==> config.mk <==
export PLATFORM = sky130hd
export DESIGN_NAME = haptic_effect_sequencer_unit
export DESIGN_NICKNAME = d
export VERILOG_FILES = /design/src/hdl/hes_pkg.sv /design/src/hdl/haptic_effect_sequencer_unit.sv
export SDC_FILE = /design/constraint.sdc
export NUM_CORES = 1
export LEC_CHECK = 0
export BUFFER_PORTS_ARGS = -buffer_cell sky130_fd_sc_hd__buf_2
export CAP_MARGIN = 15
export CORE_UTILIZATION = 67
export CTS_BUF_LIST = sky130_fd_sc_hd__clkbuf_4 sky130_fd_sc_hd__clkbuf_8
export DETAILED_ROUTE_END_ITERATION = 8
export GPL_TIMING_DRIVEN = 0
export MAX_ROUTING_LAYER = met4
export PLACE_DENSITY = 0.86
export SYNTH_ARGS = -nofsm -noshare
export SYNTH_HDL_FRONTEND = slang
export SYNTH_SLANG_ARGS = --single-unit
==> constraint.sdc <==
create_clock -name clock -period 7.8 [get_ports clock]
set_input_delay 1.17 -clock clock [delete_from_list [all_inputs] [get_ports clock]]
set_output_delay 1.17 -clock clock [all_outputs]
set_load 0.01 [all_outputs]
==> src/hdl/hes_pkg.sv <==
// Package with the types, constants and register map of the haptic effect sequencer.
package hes_pkg;

   localparam int QUEUE_DEPTH = 32;
   localparam int PTR_W = $clog2(QUEUE_DEPTH);
   localparam int FILL_W = $clog2(QUEUE_DEPTH + 1);

   localparam int REQ_DATA_W = 48;
   localparam int RSP_DATA_W = 32;
   localparam int CSR_INDEX_W = 2;
   localparam int CSR_DATA_W = 16;

   localparam logic [CSR_INDEX_W-1:0] CSR_PLAYBACK_TIMEOUT = 2'd0;
   localparam logic [CSR_INDEX_W-1:0] CSR_STANDBY_RETRY = 2'd1;
   localparam logic [CSR_INDEX_W-1:0] CSR_STOP_EFFECT = 2'd2;

   localparam logic [15:0] PLAYBACK_TIMEOUT_RESET = 16'd1000;
   localparam logic [15:0] STANDBY_RETRY_RESET = 16'd100;
   localparam logic [7:0] STOP_EFFECT_RESET = 8'd118;

   localparam logic KIND_ENQUEUE = 1'b0;
   localparam logic KIND_SERVICE = 1'b1;

   typedef enum logic [1:0] {
      MODE_STANDBY = 2'd0,
      MODE_PLAYING = 2'd1,
      MODE_AWAIT = 2'd2
   } mode_type;

   typedef struct packed {
      logic [2:0] pad;
      logic standby_ok;
      logic stop_ok;
      logic play_ok;
      logic wake_ok;
      logic driver_done;
      logic [31:0] now_ms;
      logic [7:0] effect_id;
   } req_fields_type;

   typedef struct packed {
      logic [1:0] pad;
      logic [7:0] playing_effect;
      logic [5:0] pending_count;
      logic dropped;
      logic error_flag;
      logic issued_standby;
      logic issued_stop;
      logic issued_wake;
      logic [7:0] started_effect;
      logic started_valid;
      logic [1:0] mode_now;
   } rsp_fields_type;

   typedef struct packed {
      logic started;
      logic [7:0] started_effect;
      logic wake;
      logic stop;
      logic standby;
      logic error;
      logic dropped;
   } step_events_type;

endpackage

==> src/hdl/haptic_effect_sequencer_unit.sv <==
// Haptic effect sequencer: effect queue, playback state machine and result register.
// A request is held in the input register, then its result goes to the result register.
// Throughput: one item per cycle if no result stalls, by one pass of state update logic.
// A result that waits on rsp_tready holds the input register and so stalls req_tready.
// Synchronous active-high reset sets standby, clears pointers, counts, times and the
// active effect, and loads the default settings.
module haptic_effect_sequencer_unit import hes_pkg::*; (
   input  logic                   clock,
   input  logic                   reset,
   input  logic                   req_tvalid,
   output logic                   req_tready,
   // effect_id, now_ms, driver_done, wake_ok, play_ok, stop_ok, standby_ok, zero pad
   input  logic [REQ_DATA_W-1:0]  req_tdata,
   // kind
   input  logic                   req_tuser,
   output logic                   rsp_tvalid,
   input  logic                   rsp_tready,
   // mode_now, started_valid, started_effect, issued_wake, issued_stop,
   // issued_standby, error_flag, dropped, pending_count, playing_effect, zero pad
   output logic [RSP_DATA_W-1:0]  rsp_tdata,
   input  logic                   csr_valid,
   output logic                   csr_ready,
   input  logic [CSR_INDEX_W-1:0] csr_index,
   input  logic [CSR_DATA_W-1:0]  csr_wdata
);

   logic [15:0] timeout_ff;
   logic [15:0] retry_ff;
   logic [7:0] stop_id_ff;

   logic in_valid_ff;
   logic in_kind_ff;
   req_fields_type in_data_ff;

   logic rsp_valid_ff;
   rsp_fields_type rsp_data_ff;
   rsp_fields_type rsp_data_in;

   logic [7:0] fifo_mem [QUEUE_DEPTH];

   mode_type mode_ff, mode_in;
   logic [PTR_W-1:0] rptr_ff, rptr_in;
   logic [PTR_W-1:0] wptr_ff, wptr_in;
   logic [FILL_W-1:0] fill_ff, fill_in;
   logic [31:0] play_start_ff, play_start_in;
   logic [31:0] last_try_ff, last_try_in;
   logic [7:0] active_ff, active_in;
   logic fail_rep_ff, fail_rep_in;

   step_events_type events;
   logic advance;
   logic fifo_write;
   logic [7:0] head_ff;
   logic [PTR_W-1:0] head_addr;
   logic [31:0] play_elapsed;
   logic [31:0] retry_elapsed;

   assign advance = in_valid_ff && (!rsp_valid_ff || rsp_tready);
   assign req_tready = !in_valid_ff || advance;
   assign csr_ready = 1'b1;
   assign rsp_tvalid = rsp_valid_ff;
   assign rsp_tdata = rsp_data_ff;

   assign head_addr = advance ? rptr_in : rptr_ff;
   assign play_elapsed = in_data_ff.now_ms - play_start_ff;
   assign retry_elapsed = in_data_ff.now_ms - last_try_ff;
   assign fifo_write = advance && (in_kind_ff == KIND_ENQUEUE)
                       && (fill_ff < FILL_W'(QUEUE_DEPTH));

   always_ff @(posedge clock) begin
      if (reset) begin
         timeout_ff <= PLAYBACK_TIMEOUT_RESET;
         retry_ff <= STANDBY_RETRY_RESET;
         stop_id_ff <= STOP_EFFECT_RESET;
      end else if (csr_valid && csr_ready) begin
         case (csr_index)
            CSR_PLAYBACK_TIMEOUT: timeout_ff <= csr_wdata;
            CSR_STANDBY_RETRY: retry_ff <= csr_wdata;
            CSR_STOP_EFFECT: stop_id_ff <= csr_wdata[7:0];
            default: ;
         endcase
      end
   end

   always_ff @(posedge clock) begin
      if (reset) begin
         in_valid_ff <= 1'b0;
      end else if (req_tready) begin
         in_valid_ff <= req_tvalid;
      end
   end

   always_ff @(posedge clock) begin
      if (req_tready && req_tvalid) begin
         in_kind_ff <= req_tuser;
         in_data_ff <= req_tdata;
      end
   end

   // The head register follows the next read pointer and forwards a write to that entry.
   always_ff @(posedge clock) begin
      if (fifo_write) begin
         fifo_mem[wptr_ff] <= in_data_ff.effect_id;
      end
      if (fifo_write && wptr_ff == head_addr) begin
         head_ff <= in_data_ff.effect_id;
      end else begin
         head_ff <= fifo_mem[head_addr];
      end
   end

   // Next state: enqueue, or the three service phases in order, as one pass.
   always_comb begin
      logic entered_await;
      logic launch_fail;
      mode_in = mode_ff;
      rptr_in = rptr_ff;
      wptr_in = wptr_ff;
      fill_in = fill_ff;
      play_start_in = play_start_ff;
      last_try_in = last_try_ff;
      active_in = active_ff;
      fail_rep_in = fail_rep_ff;
      events = '0;
      entered_await = 1'b0;
      launch_fail = 1'b0;
      if (in_kind_ff == KIND_ENQUEUE) begin
         if (fill_ff >= FILL_W'(QUEUE_DEPTH)) begin
            events.dropped = 1'b1;
            events.error = 1'b1;
         end else begin
            wptr_in = (wptr_ff == PTR_W'(QUEUE_DEPTH - 1)) ? '0 : wptr_ff + 1'b1;
            fill_in = fill_ff + 1'b1;
         end
      end else begin
         if (mode_ff == MODE_PLAYING) begin
            if (in_data_ff.driver_done) begin
               active_in = '0;
               if (fill_ff != '0 && in_data_ff.play_ok) begin
                  rptr_in = (rptr_ff == PTR_W'(QUEUE_DEPTH - 1)) ? '0 : rptr_ff + 1'b1;
                  fill_in = fill_ff - 1'b1;
                  play_start_in = in_data_ff.now_ms;
                  active_in = head_ff;
                  fail_rep_in = 1'b0;
                  events.started = 1'b1;
                  events.started_effect = head_ff;
               end else begin
                  if (fill_ff != '0) begin
                     events.error = 1'b1;
                  end
                  mode_in = MODE_AWAIT;
                  entered_await = 1'b1;
               end
            end else if (play_elapsed >= {16'd0, timeout_ff}) begin
               if (active_ff != stop_id_ff || !in_data_ff.stop_ok) begin
                  events.error = 1'b1;
               end
               events.stop = 1'b1;
               active_in = '0;
               mode_in = MODE_AWAIT;
               entered_await = 1'b1;
            end
         end
         if (mode_in == MODE_AWAIT
             && (entered_await || retry_elapsed >= {16'd0, retry_ff})) begin
            last_try_in = in_data_ff.now_ms;
            events.standby = 1'b1;
            if (in_data_ff.standby_ok) begin
               mode_in = MODE_STANDBY;
               fail_rep_in = 1'b0;
            end else if (!fail_rep_ff) begin
               fail_rep_in = 1'b1;
               events.error = 1'b1;
            end
         end
         if (mode_in != MODE_PLAYING && mode_in != MODE_AWAIT && fill_in != '0) begin
            events.wake = 1'b1;
            launch_fail = !in_data_ff.wake_ok || !in_data_ff.play_ok;
            if (launch_fail) begin
               events.error = 1'b1;
               active_in = '0;
               mode_in = MODE_AWAIT;
               last_try_in = in_data_ff.now_ms - {16'd0, retry_ff};
            end else begin
               rptr_in = (rptr_in == PTR_W'(QUEUE_DEPTH - 1)) ? '0 : rptr_in + 1'b1;
               fill_in = fill_in - 1'b1;
               play_start_in = in_data_ff.now_ms;
               active_in = head_ff;
               fail_rep_in = 1'b0;
               mode_in = MODE_PLAYING;
               events.started = 1'b1;
               events.started_effect = head_ff;
            end
         end
         if (entered_await && !events.standby) begin
            last_try_in = in_data_ff.now_ms - {16'd0, retry_ff};
         end
      end
   end

   always_comb begin
      rsp_data_in = '0;
      rsp_data_in.mode_now = mode_in;
      rsp_data_in.started_valid = events.started;
      rsp_data_in.started_effect = events.started_effect;
      rsp_data_in.issued_wake = events.wake;
      rsp_data_in.issued_stop = events.stop;
      rsp_data_in.issued_standby = events.standby;
      rsp_data_in.error_flag = events.error;
      rsp_data_in.dropped = events.dropped;
      rsp_data_in.pending_count = 6'(fill_in);
      rsp_data_in.playing_effect = active_in;
   end

   always_ff @(posedge clock) begin
      if (reset) begin
         mode_ff <= MODE_STANDBY;
         rptr_ff <= '0;
         wptr_ff <= '0;
         fill_ff <= '0;
         play_start_ff <= '0;
         last_try_ff <= '0;
         active_ff <= '0;
         fail_rep_ff <= 1'b0;
      end else if (advance) begin
         mode_ff <= mode_in;
         rptr_ff <= rptr_in;
         wptr_ff <= wptr_in;
         fill_ff <= fill_in;
         play_start_ff <= play_start_in;
         last_try_ff <= last_try_in;
         active_ff <= active_in;
         fail_rep_ff <= fail_rep_in;
      end
   end

   always_ff @(posedge clock) begin
      if (reset) begin
         rsp_valid_ff <= 1'b0;
      end else if (advance) begin
         rsp_valid_ff <= 1'b1;
      end else if (rsp_tready) begin
         rsp_valid_ff <= 1'b0;
      end
   end

   always_ff @(posedge clock) begin
      if (advance) begin
         rsp_data_ff <= rsp_data_in;
      end
   end

   a_fill_bound: assert property (@(posedge clock) disable iff (reset)
      fill_ff <= FILL_W'(QUEUE_DEPTH))
      else $error("Queue fill count exceeds its depth.");

   a_ptr_match: assert property (@(posedge clock) disable iff (reset)
      (fill_ff == '0 || fill_ff == FILL_W'(QUEUE_DEPTH)) |-> wptr_ff == rptr_ff)
      else $error("Queue pointers disagree with an empty or full fill count.");

   a_idle_no_effect: assert property (@(posedge clock) disable iff (reset)
      mode_ff != MODE_PLAYING |-> active_ff == '0)
      else $error("An active effect is held outside the playing state.");

   a_start_plays: assert property (@(posedge clock) disable iff (reset)
      (rsp_valid_ff && rsp_data_ff.started_valid)
         |-> rsp_data_ff.mode_now == MODE_PLAYING)
      else $error("A started effect was reported without entering playback.");

   a_drop_error: assert property (@(posedge clock) disable iff (reset)
      advance && events.dropped |=> rsp_data_ff.error_flag && rsp_data_ff.pending_count
         == 6'(QUEUE_DEPTH))
      else $error("A dropped effect was not reported as an error on a full queue.");

endmodule
==> flow_metrics.tcl <==
set metrics [dict create \
    outcome "complete, but fails checks" \
    violations "DRC" \
    start_util_pct 68.3 \
    overflow 0 \
    grt_first_pass_wirelength_mm 105 \
    cts_root_buf "clkbuf_8" \
    period_share_pct 83.6 \
    crit_path_start_kind "flop" \
    dr.pass1.iters 8 \
    cts_buffers 76 \
    dpl_cell_area_mm2 0.0255 \
    hp-class "reg2reg" \
    hold_viol_final 0 \
    synthCells 2130 \
    rsz0062_at_grt "false" \
    final_cell_area_mm2 0.0271 \
    die_w_um 193 \
    portBuffers 99 \
    crit_path_frequent_cell "a21oi_1" \
    final_common_cell "edfxtp_1" \
    cp-end-kind "flop" \
    cts_hold_buffers 0 \
    crit_path_start "in_data_ff[8]" \
    area_growth_syn_to_layout_pct 11.2 \
    netlist_area_mm2 0.0244 \
    drv_cap 0 \
    synth_area_leaders "edfxtp_1 41%, dfxtp_1 11%, mux4_2 7.4%" \
    setup_viol 0 \
    drt_first_iter_violations 1825 \
    diodes 0 \
    tns_ns 0 \
    synth_top_cell_by_area "edfxtp_1" \
    antenna_found_initial 1 \
    track_usage_pct 39.2 \
    postSynthAreaPerCell_um2 11.4 \
    clk_pin_slew_ns 0.06 \
    die_h_um 193 \
    rr_worst_depth 26 \
    ys_ff_latch 470 \
    arrival_ns 7.07 \
    power.leakage_nw 9.53 \
    setup_ws_ns 1.28 \
    yosysWarnings 0 \
    hpwl_mm 49.0 \
    totalWireLength_mm 69.0 \
    synth_edf_count 332 \
    power.density_mw_per_mm2 214 \
    clockBufferDepth 3 \
    num_rows 69 \
    async_flop_share_pct 0 \
    critPathCapture "play_start_ff[2]" \
    vias_per_cell 6.68 \
    ys_types 90 \
    max_stage_delay_ns 0.47 \
    r2r_start "in_data_ff[8]" \
    grt_pass1_vias 18948 \
    slew_viol_final 0 \
    seq_area_frac_synth_pct 52.3 \
    post_cts_buffers 0 \
    period_minus_slack_ns 6.52 \
    reg2reg_slack_ns 1.28 \
    grt_max_degree 33 \
    num_vias 18908 \
    max_freq_ghz 0.153 \
    relSlewSlack_pct 16.0 \
    globalplace.congestion 0.973 \
    die_area_mm2 0.0371 \
    routedWlPerCell_um 24.4 \
    fin_util_pct 75.9 \
    cts_tree "built" \
    cts_htree_levels 3 \
    clock_latency_ns 0.70 \
    peakVddDrop_uv 213 \
    core_mm2 0.0357 \
    hold-worst-slack_ns 0.457 \
    cp_max_fo 10 \
    critical_path_class "reg2reg" \
    layout_common_cells "332 x edfxtp_1, 183 x nand2_1, 170 x a21oi_1" \
    place_ws_ns 1.58 \
    drtAntennaViolNets 0 \
    drc 6 \
    clkSinkCount 470 \
    layout-drive-gt1-share_pct 16.0 \
    io_pins 107 \
    fin_worst_skew_ns 0.0462 \
    ys.flop_type "edfxtp_1" \
    cp.required_ns 8.34 \
    nets 2510 \
    synth_top_area_share_pct 40.9 \
    slowest_stage "edfxtp_1" \
    r2r_end "play_start_ff[2]" \
    tightest_slew_ns 1.26 \
    cts.repair.resized 0 \
]
[area by class of cell]
type / instances / area, um^2
Buffer: 103 / 440
Clock buffer: 109 / 1340
Clock inverter: 28 / 229
Fill cell: 2246 / 8580
Inverter: 126 / 473
Multi-Input combinational cell: 1432 / 10700
Sequential cell: 470 / 12700
Tap cell: 461 / 577
Timing Repair Buffer: 102 / 571
[worst min path at each step]
stage / start / endpoint / slack (ns) / cells after the start
4_1_cts: retry_ff[11] / retry_ff[11] / 0.46 / 2
2_1_floorplan: last_try_ff[12] / last_try_ff[12] / 0.43 / 2
3_3_place_gp: retry_ff[14] / retry_ff[14] / 0.45 / 2
5_1_grt: timeout_ff[1] / timeout_ff[1] / 0.47 / 2
3_5_place_dp: retry_ff[11] / retry_ff[11] / 0.45 / 2
6_report: retry_ff[11] / retry_ff[11] / 0.46 / 2
[synth_stat cells, types with 22 or more instances]
master    number
clkbuf_1      66
inv_1        124
and3_1        22
nor2_1       129
mux4_2        80
a211oi_1      23
o21ai_0      117
dfxtp_1      138
ha_1         124
nand2_1      183
a21o_1        34
xor2_1        26
o211ai_1      27
edfxtp_1     332
nand3_1       68
a21oi_1      170
nor3_1        26
nand2b_1      26
xnor2_1       54
o21a_1        25
[worst max-delay path: cells and delay by family (launching register included)]
kind,cells,cell delay (ns)
xor gates and xnor gates,1,0.10
AOI/OAI and AO/OA,11,2.61
adders and majority gates,3,0.81
buffers and inverters,4,1.04
DFF,1,0.47
and+or+nand+nor,7,1.34
[per-layer routing]
| layer | share of wire [%] | global-route usage (%) | vias up |
|---|---|---|---|
| met5 | 0 | - | - |
| met4 | 6.7 | 25.3 | 0 |
| met3 | 8.5 | 6.47 | 306 |
| met2 | 50 | 65.3 | 1133 |
| met1 | 35 | 43.8 | 9070 |
| li1 | - | - | 8399 |
[cells by family after synthesis]
family | count (synthesis) | synth area share (%)
simple gates | 574 | 11.4
fa+ha+maj | 127 | 6.62
mux | 100 | 8.30
buf+inv | 229 | 3.75
xor+xnor | 80 | 2.88
flops | 470 | 52.3
compound gates | 548 | 14.7
other cells | 2 | 0.0308
[metrics by stage]
stage / power [mW] / cells
2_1_floorplan: 3.34 / 2131
3_3_place_gp: 3.54 / 2691
3_5_place_dp: 3.57 / 2693
4_1_cts: 5.78 / 2830
5_1_grt: 5.96 / 2831
6_report: 5.80 / 2831
[report_power, final]
group	switching, mW	total (mW)	leakage (nW)	internal, mW
clock network	1.06	2.25	0.829	1.19
registers	0.0611	2.78	4.16	2.72
logic	0.464	0.763	4.54	0.299
[sequential cells by signal (all words and copies together), names as in the netlist, 2 cells and up, named ones only]
name / flops
fill_ff: 6
wptr_ff: 5
stop_id_ff: 8
mode_ff: 2
play_start_ff: 32
rsp_tdata: 30
retry_ff: 16
rptr_ff: 5
timeout_ff: 16
fifo_mem: 256
in_data_ff: 45
active_ff: 8
last_try_ff: 32
(Power assumes the default switching activity.)
